--- src/rtl/apd_pkg.sv ---
// Package: widths, codes and command/status structures of the dispatcher
package apd_pkg;

  localparam int QueueDepth = 128;
  localparam int MaxUnits   = 32;
  localparam int SlotW      = $clog2(QueueDepth);
  localparam int CountW     = $clog2(QueueDepth + 1);
  localparam int UnitW      = 5;
  localparam int ActW       = 6;
  localparam int PrioW      = 33;
  localparam int EntryW     = 4 + 10 + 8 + 32;

  localparam logic [1:0] CmdReport   = 2'd0;
  localparam logic [1:0] CmdDispatch = 2'd1;
  localparam logic [1:0] CmdRelease  = 2'd2;
  localparam logic [1:0] CmdTick     = 2'd3;

  localparam logic [3:0] OcQueued     = 4'd0;
  localparam logic [3:0] OcFull       = 4'd1;
  localparam logic [3:0] OcDispatched = 4'd2;
  localparam logic [3:0] OcNoUnit     = 4'd3;
  localparam logic [3:0] OcNoRequest  = 4'd4;
  localparam logic [3:0] OcReleased   = 4'd5;
  localparam logic [3:0] OcAlreadyFree = 4'd6;
  localparam logic [3:0] OcNoSuchUnit = 4'd7;
  localparam logic [3:0] OcTick       = 4'd8;

  localparam logic [1:0] RegActive = 2'd0;
  localparam logic [1:0] RegSevW   = 2'd1;
  localparam logic [1:0] RegVicW   = 2'd2;

  typedef struct packed {
    logic       load;      // latch the input item
    logic       report;    // write the new entry, count up
    logic       rd_issue;  // read slot at scan index
    logic       cmp;       // compare the returned entry with the best
    logic       rd_last;   // read the last entry for the move
    logic       commit;    // move last entry, count down, busy the unit
    logic       release_u; // free the latched unit
    logic       tick;      // advance time
    logic       emit;      // load the result register
    logic [3:0] outcome;
  } apd_cmd_t;

  typedef struct packed {
    logic [1:0] command;
    logic       full;
    logic       empty;
    logic       free_found;
    logic       unit_bad;
    logic       unit_busy;
    logic       scan_done;
    logic       out_busy;
  } apd_sts_t;

endpackage

--- src/rtl/apd_ctrl.sv ---
// Controller: sequences one transaction through the datapath
module apd_ctrl import apd_pkg::*; (
  input  logic     clk_i,
  input  logic     rst_ni,
  input  logic     in_valid_i,
  output logic     in_ready_o,
  input  apd_sts_t sts_i,
  output apd_cmd_t cmd_o
);
  typedef enum logic [2:0] {
    StIdle, StDecode, StScan, StLast, StCommit, StEmit
  } state_e;

  state_e     state_q;
  logic       cmp_q;
  logic [3:0] oc_q;

  assign in_ready_o = (state_q == StIdle);

  always_comb begin
    cmd_o         = '0;
    cmd_o.outcome = oc_q;
    cmd_o.load    = in_ready_o && in_valid_i;
    cmd_o.cmp     = cmp_q;
    unique case (state_q)
      StScan:   cmd_o.rd_issue = !sts_i.scan_done;
      StLast:   cmd_o.rd_last  = 1'b1;
      StCommit: cmd_o.commit   = 1'b1;
      StEmit: begin
        if (!sts_i.out_busy) begin
          cmd_o.emit      = 1'b1;
          cmd_o.report    = (oc_q == OcQueued);
          cmd_o.release_u = (oc_q == OcReleased);
          cmd_o.tick      = (oc_q == OcTick);
        end
      end
      default: ;
    endcase
  end

  always_ff @(posedge clk_i or negedge rst_ni) begin
    if (!rst_ni) begin
      state_q <= StIdle;
      cmp_q   <= 1'b0;
      oc_q    <= OcTick;
    end else begin
      cmp_q <= cmd_o.rd_issue;
      unique case (state_q)
        StIdle: if (in_valid_i) state_q <= StDecode;
        StDecode: begin
          state_q <= StEmit;
          unique case (sts_i.command)
            CmdReport:  oc_q <= sts_i.full ? OcFull : OcQueued;
            CmdDispatch: begin
              if (!sts_i.free_found)  oc_q <= OcNoUnit;
              else if (sts_i.empty)   oc_q <= OcNoRequest;
              else begin
                oc_q    <= OcDispatched;
                state_q <= StScan;
              end
            end
            CmdRelease: oc_q <= sts_i.unit_bad ? OcNoSuchUnit :
                                (sts_i.unit_busy ? OcReleased : OcAlreadyFree);
            default:    oc_q <= OcTick;
          endcase
        end
        // drain the last compare before reading the tail entry
        StScan:   if (sts_i.scan_done && !cmp_q) state_q <= StLast;
        StLast:   state_q <= StCommit;
        StCommit: state_q <= StEmit;
        StEmit:   if (!sts_i.out_busy) state_q <= StIdle;
        default:  state_q <= StIdle;
      endcase
    end
  end
endmodule

--- config.mk ---
export PLATFORM = sky130hd
export DESIGN_NAME = apd_ctrl
export DESIGN_NICKNAME = d
export VERILOG_FILES = /design/src/rtl/apd_pkg.sv /design/src/rtl/apd_ctrl.sv
export SDC_FILE = /design/constraint.sdc
export NUM_CORES = 1
export LEC_CHECK = 0
export BUFFER_PORTS_ARGS = -buffer_cell sky130_fd_sc_hd__buf_2
export CORE_AREA = 2 2 39 41
export DETAILED_ROUTE_END_ITERATION = 8
export DIE_AREA = 0 0 41 43
export PLACE_DENSITY = 0.72
export SKIP_CTS_REPAIR_TIMING = 1
export SYNTH_ARGS = -nofsm -noshare
export SYNTH_HDL_FRONTEND = slang
export SYNTH_SLANG_ARGS = --single-unit
export TNS_END_PERCENT = 10
--- constraint.sdc ---
create_clock -name clk_i -period 2.15 [get_ports clk_i]
set_clock_uncertainty 0.1 [all_clocks]
set_input_delay 0.43 -clock clk_i [delete_from_list [all_inputs] [get_ports clk_i]]
set_output_delay 0.43 -clock clk_i [all_outputs]
set_load 0.01 [all_outputs]
==> impl_metrics.env, run 1 <==
export IMPL_arrival_ns=1.44
export IMPL_cpLargestDelayFamily="flip-flops"
export IMPL_numCtsBuffers=3
export IMPL_drc=0
export IMPL_grt_first_pass_wirelength_mm=1.44
export IMPL_p_leak_nw=0.331
export IMPL_die_h_um=43
export IMPL_critical_path_buf_inv_count=2
export IMPL_vias=502
export IMPL_rsz0062_at_grt="no"
export IMPL_diodes=0
export IMPL_synth_area_um2=538
export IMPL_hold_violations=0
export IMPL_clock_path_buffers=2
export IMPL_tns_ns=0
export IMPL_worstMarginPinSlew_ns=0.346
export IMPL_worstSetupPathType="reg -> out"
export IMPL_pwr_share_comb=0.434
export IMPL_placementRows=14
export IMPL_critPathSlowestCell="dfrtp_1"
export IMPL_seqPwrFrac=0.405
export IMPL_endpoint_kind="output pin"
export IMPL_maxSlewViolCount=0
export IMPL_coreArea_mm2=0.00138
export IMPL_slew_headroom=0.769
export IMPL_ant_nets=0
export IMPL_drtIter0Drc=8
export IMPL_ys_ff_latch=8
export IMPL_dp_cells=96
export IMPL_cp_required_ns=1.62
export IMPL_wl_mm=1.07
export IMPL_gp_congestion=0.832
export IMPL_initial_core_util=0.389
export IMPL_grt_start_max_net_pins=10
export IMPL_power_frac_clock=0.161
export IMPL_wl_per_cell_um=10.6
export IMPL_synth_cell_type_count=31
export IMPL_max_freq_mhz=508
export IMPL_synth_top_area_frac=0.326
export IMPL_syn_area_per_cell_um2=9.12
export IMPL_final_cell_mix="buf_2 (25), nor2_1 (8), dfrtp_1 (7), nand2b_1 (4)"
export IMPL_dp_hpwl_um=831
export IMPL_powerDensity_mw_per_mm2=1090
export IMPL_setup_viol=0
export IMPL_path_cells="inv_1 -> nor4_1 -> buf_2"
export IMPL_cts_tree="done"
export IMPL_cts_root_buf="clkbuf_4"
export IMPL_p_int_mw=0.444
export IMPL_status="finished, final reports clean"
export IMPL_fin_crit_ns=1.97
export IMPL_hp_class="in -> reg"
export IMPL_htreeDepth=1
export IMPL_grt_pass1_vias=379
export IMPL_synth_yosys_seq_area_share=0.374
export IMPL_antenna_found_initial=0
export IMPL_clkTransAtPathRegs_ns=0.06
export IMPL_drive_above_1_share=0.412
export IMPL_crit_fanout=8
export IMPL_first_pass_iters=4
export IMPL_power_switching_mw=0.302
export IMPL_fillerInstances=137
export IMPL_crit_path_start_kind="register"
export IMPL_clock_sinks=8
export IMPL_yosys_area_top_type="dfrtp_1"
export IMPL_grt_overflow=0
export IMPL_insertion_delay_ns=0.25
export IMPL_timing_final_crit_share=0.915
export IMPL_dieArea_mm2=0.00176
export IMPL_register_area_um2=201
export IMPL_multi_input_area_um2=290
export IMPL_io_pins=26
export IMPL_synth_area_top_cells="dfrtp_1 (33%), nor2_1 (5.6%), dfstp_2 (4.9%)"
export IMPL_fin_util=0.495
export IMPL_syn_nets=71
export IMPL_grt_usage=0.118
export IMPL_avgViaCountPerCell=4.97
export IMPL_max_stage_delay_ns=0.49
export IMPL_final_net_count=98
export IMPL_switching_share=0.405
export IMPL_layout_cells_non_filler=101
export IMPL_vdd_drop_max_v=0.000493
export IMPL_synthCells=59
export IMPL_final_common_cell="buf_2"
export IMPL_cap_viol_max_count=0
export IMPL_fp_dieW_um=41
export IMPL_yosys_warnings=0
export IMPL_area_growth_pct=27.2
export IMPL_port_buffers=25
[worst register-to-register path: cells and delay by family (launching register included)]
family / cells / cell delay, ns
flip-flops: 1 / 0.50
AND/OR/NAND/NOR: 1 / 0.39
AO/OA/AOI/OAI: 2 / 0.26
[sequential cells by signal, summed over array words and instances (netlist names)]
| name | count |
|---|---|
| state_q | 3 |
| oc_q | 4 |
| cmp_q | 1 |
[power by group through the flow]
stage	sequential [mW]	combinational (mW)	clock, mW
after global placement	0.303	0.318	0
after global routing	0.311	0.360	0.133
after detailed placement	0.304	0.323	0
after floorplan	0.272	0.280	0
after CTS	0.302	0.325	0.123
final	0.302	0.324	0.120
[cells by family after synthesis]
| family | synth area share |
|---|---|
| DFF | 0.374 |
| and+or+nand+nor | 0.388 |
| AOI/OAI and AO/OA | 0.151 |
| buffers and inverters | 0.0860 |
[cell type report]
| class | instances | share of cell area |
|---|---|---|
| Clock buffer | 4 | 0.0384 |
| Inverter | 3 | 0.0165 |
| Multi-Input combinational cell | 44 | 0.424 |
| Sequential cell | 8 | 0.294 |
| Tap cell | 16 | 0.0293 |
| Timing Repair Buffer | 26 | 0.197 |
[metal layers]
| layer | track usage | wire (µm) |
|---|---|---|
| met2 | 0.181 | 525 |
| met1 | 0.152 | 480 |
| met4 | 0.0800 | 19 |
| met5 | 0 | 0 |
| met3 | 0 | 45 |
[metrics by stage]
stage	instance area (µm²)	setup slack [ns]	hold WS [ns]	total power [mW]
2_1_floorplan	538	0.510	0.0344	0.552
3_3_place_gp	648	0.460	0.177	0.621
3_5_place_dp	648	0.448	0.177	0.627
4_1_cts	674	0.177	-0.0964	0.751
5_1_grt	684	0.0955	0.253	0.804
6_report	684	0.183	0.256	0.746
[cell usage after synthesis]
cell,instances
nor4_1,1
nor2_1,8
and4b_1,1
nand3_1,3
nand2b_4,1
and3_1,1
nor3_1,1
nand3b_1,1
dfstp_2,1
a211oi_1,1
nand2_1,2
inv_1,3
a21oi_1,2
o21ai_2,1
nor3b_4,1
or2b_1,1
nor2b_1,2
buf_6,2
o21ai_1,1
and4bb_2,1
buf_4,1
o22a_1,1
o21ai_0,2
buf_2,1
o311ai_1,1
a211o_2,1
nor4_2,1
nand2b_1,4
a31oi_1,2
and2_1,3
dfrtp_1,7
[path summary, 6_finish.rpt]
path / cells past startpoint / from / slack [ns] / end
min reg2reg: 2 / oc_q[3]$_DFFE_PN1P_ / 0.41 / oc_q[3]$_DFFE_PN1P_
min in group asynchronous: 2 / rst_ni / 0.44 / state_q[0]$_DFFE_PN0P_
min: 2 / sts_i[1] / 0.26 / cmp_q$_DFF_PN0_
max: 3 / state_q[1]$_DFFE_PN0P_ / 0.18 / cmd_o[10]
max reg2reg: 3 / state_q[2]$_DFFE_PN0P_ / 0.77 / oc_q[0]$_DFFE_PN0P_
max in group asynchronous: 2 / rst_ni / 1.26 / oc_q[3]$_DFFE_PN1P_
No activity file was read; power rests on OpenSTA's default activity.
==> run 2, diff against run 1 <==
--- a/config.mk
+++ b/config.mk
@@ -5,11 +5,12 @@
 export SDC_FILE = /design/constraint.sdc
 export NUM_CORES = 1
 export LEC_CHECK = 0
+export ABC_AREA = 1
 export BUFFER_PORTS_ARGS = -buffer_cell sky130_fd_sc_hd__buf_2
 export CORE_AREA = 2 2 39 41
 export DETAILED_ROUTE_END_ITERATION = 8
 export DIE_AREA = 0 0 41 43
-export PLACE_DENSITY = 0.72
+export PLACE_DENSITY = 0.74
 export SKIP_CTS_REPAIR_TIMING = 1
 export SYNTH_ARGS = -nofsm -noshare
 export SYNTH_HDL_FRONTEND = slang
==> run 2 against run 1 <==
Clock power increased by 7%. Synthesized cell count grew 32%. Flip-flop and latch count is the same. Non-clock buffer count did not move. Fmax down 1.0%. Design area is 3.5% higher. Wire length grew 3.3%. Largest power group unchanged.
==> impl_metrics.env, run 2 <==
export IMPL_arrival_ns=1.46
export IMPL_area_growth_pct=27.2
export IMPL_first_pass_iters=4
export IMPL_synth_commonest_cells="nand2_1 (16), inv_1 (15), nor2_1 (8), o21ai_0 (8), dfrtp_1 (7)"
export IMPL_maxSlewViolCount=0
export IMPL_cpLargestDelayFamily="flip-flops"
export IMPL_synth_area_mux_share=0
export IMPL_cts_tree="done"
export IMPL_hold_depth=2
export IMPL_wl_per_cell_um=9.13
export IMPL_drtIter0Drc=8
export IMPL_yosys_area_top_type="dfrtp_1"
export IMPL_cts_root_buf="clkbuf_4"
export IMPL_fin_crit_ns=1.99
export IMPL_clock_path_buffers=2
export IMPL_final_cell_mix="buf_2 (25), nand2_1 (16), inv_1 (15), nor2_1 (8), o21ai_0 (8)"
export IMPL_synth_xor_area_frac=0
export IMPL_grt_first_pass_wirelength_mm=1.87
export IMPL_status="finished, final reports clean"
export IMPL_avgViaCountPerCell=4.66
export IMPL_vias=564
export IMPL_timing_final_crit_share=0.924
export IMPL_syn_area_per_cell_um2=7.14
export IMPL_crit_path_start_kind="register"
export IMPL_insertion_delay_ns=0.26
export IMPL_critical_path_buf_inv_count=2
export IMPL_synthCells=78
export IMPL_htreeDepth=1
export IMPL_p_leak_nw=0.412
export IMPL_dieArea_mm2=0.00176
export IMPL_synth_compound_area_frac=0.106
export IMPL_yosys_warnings=0
export IMPL_yosys_area_share_simple=0.371
export IMPL_met3_usage=0.0314
export IMPL_antenna_found_initial=0
export IMPL_register_area_um2=201
export IMPL_async_reset_ff_frac=1.00
export IMPL_die_h_um=43
export IMPL_synth_edf_count=0
export IMPL_endpoint_kind="output pin"
export IMPL_grt_pass1_vias=494
export IMPL_fillerInstances=142
export IMPL_top_register="oc_q"
export IMPL_wl_mm=1.11
export IMPL_worstSetupPathType="reg -> out"
export IMPL_synth_yosys_seq_area_share=0.362
export IMPL_hold_violations=0
export IMPL_drive_above_1_share=0.333
export IMPL_path_cells="inv_1 -> nor2_1 -> nand2_1 -> nor3_1 -> buf_2"
export IMPL_synthFlopType="dfrtp_1"
export IMPL_grt_usage=0.158
export IMPL_synthAdderAreaFrac=0
export IMPL_setup_viol=0
export IMPL_cap_viol_max_count=0
export IMPL_synth_top_family_by_area="simple AND/OR/NAND/NOR gates"
export IMPL_ant_nets=0
export IMPL_initial_core_util=0.402
export IMPL_placementRows=14
export IMPL_port_buffers=25
export IMPL_drc=0
export IMPL_crit_fanout=9
export IMPL_hp_class="in -> reg"
export IMPL_synth_top_area_frac=0.315
export IMPL_total_power_mw=0.785
export IMPL_r2r_cells=3
export IMPL_top_regs="oc_q (4), state_q (3), cmp_q (1)"
export IMPL_io_pins=26
export IMPL_fp_dieW_um=41
export IMPL_ys_ff_latch=8
export IMPL_r2r_end="state_q[0]$_DFFE_PN0P_"
export IMPL_multi_input_area_um2=265
export IMPL_vdd_drop_max_v=0.000385
export IMPL_synth_cell_type_count=19
export IMPL_critPathSlowestCell="dfrtp_1"
export IMPL_syn_nets=90
export IMPL_numCtsBuffers=3
export IMPL_grt_overflow=0
export IMPL_max_freq_mhz=503
export IMPL_max_stage_delay_ns=0.58
export IMPL_grt_start_max_net_pins=10
export IMPL_crit_reg2reg_launch="state_q[2]$_DFFE_PN0P_"
export IMPL_min_from="sts_i[1]"
export IMPL_tns_ns=0
export IMPL_largest_reg_flops=4
export IMPL_coreArea_mm2=0.00138
export IMPL_whs_endpoint="cmp_q$_DFF_PN0_"
export IMPL_yosysMostFrequentCell="nand2_1"
export IMPL_slew_headroom=0.734
export IMPL_synth_area_top_cells="dfrtp_1 (31%), nand2_1 (11%), inv_1 (10%)"
export IMPL_synth_area_um2=557
export IMPL_met2_usage=0.228
export IMPL_cp_required_ns=1.62
export IMPL_final_net_count=118
export IMPL_clock_sinks=8
export IMPL_r2r_slack_ns=0.86
export IMPL_worstMarginPinSlew_ns=0.399
export IMPL_gp_congestion=0.742
export IMPL_final_common_cell="buf_2"
export IMPL_diodes=0
export IMPL_dp_hpwl_um=902
export IMPL_grtUsageMet1=0.195
export IMPL_clkTransAtPathRegs_ns=0.06
export IMPL_powerDensity_mw_per_mm2=1110
export IMPL_top_usage_layer="met2"
export IMPL_rsz0062_at_grt="no"
-- run 2: how the worst max path moves through the flow --
stage	start	end	slack (ns)	cells past startpoint
floorplan	state_q[1]$_DFFE_PN0P_	cmd_o[11]	0.61	5
global placement	state_q[2]$_DFFE_PN0P_	cmd_o[6]	0.47	5
detailed placement	state_q[2]$_DFFE_PN0P_	cmd_o[5]	0.44	5
CTS	state_q[2]$_DFFE_PN0P_	cmd_o[5]	0.14	5
global route	state_q[2]$_DFFE_PN0P_	cmd_o[5]	0.01	5
finish	state_q[2]$_DFFE_PN0P_	cmd_o[5]	0.16	5
-- run 2: cells by family after synthesis --
group | Yosys count
and+or+nand+nor | 41
buffers and inverters | 19
AOI/OAI and AO/OA | 10
DFF | 8
-- run 2: final cells by class --
| cell class | instances | area share |
|---|---|---|
| multi-input cells | 51 | 0.375 |
| flip-flops and latches | 8 | 0.284 |
| repair buffers | 26 | 0.191 |
| inverters | 16 | 0.0848 |
| clock buffers | 4 | 0.0371 |
| well taps | 16 | 0.0283 |
-- run 2: stage by stage --
step                instances  cell area, µm²  hold slack [ns]   util  setup WS [ns]
finish                    121             708            0.231  0.512          0.162
global route              121             708            0.244  0.512         0.0106
CTS                       120             698           -0.108  0.505          0.144
detailed placement        116             672            0.180  0.486          0.443
global placement          116             672            0.180  0.486          0.471
floorplan                  78             557           0.0344      -          0.611
-- run 2: routing by layer --
| layer | wire (µm) | vias up |
|---|---|---|
| li1 | - | 301 |
| met1 | 527 | 242 |
| met2 | 496 | 18 |
| met3 | 54 | 3 |
| met4 | 27 | 0 |
| met5 | 0 | - |
-- run 2: where the power goes --
group / switching [mW] / total [mW] / internal [mW]
clock network: 0.0562 / 0.128 / 0.0713
logic: 0.217 / 0.372 / 0.154
registers: 0.0785 / 0.286 / 0.208
total: 0.352 / 0.785 / 0.433
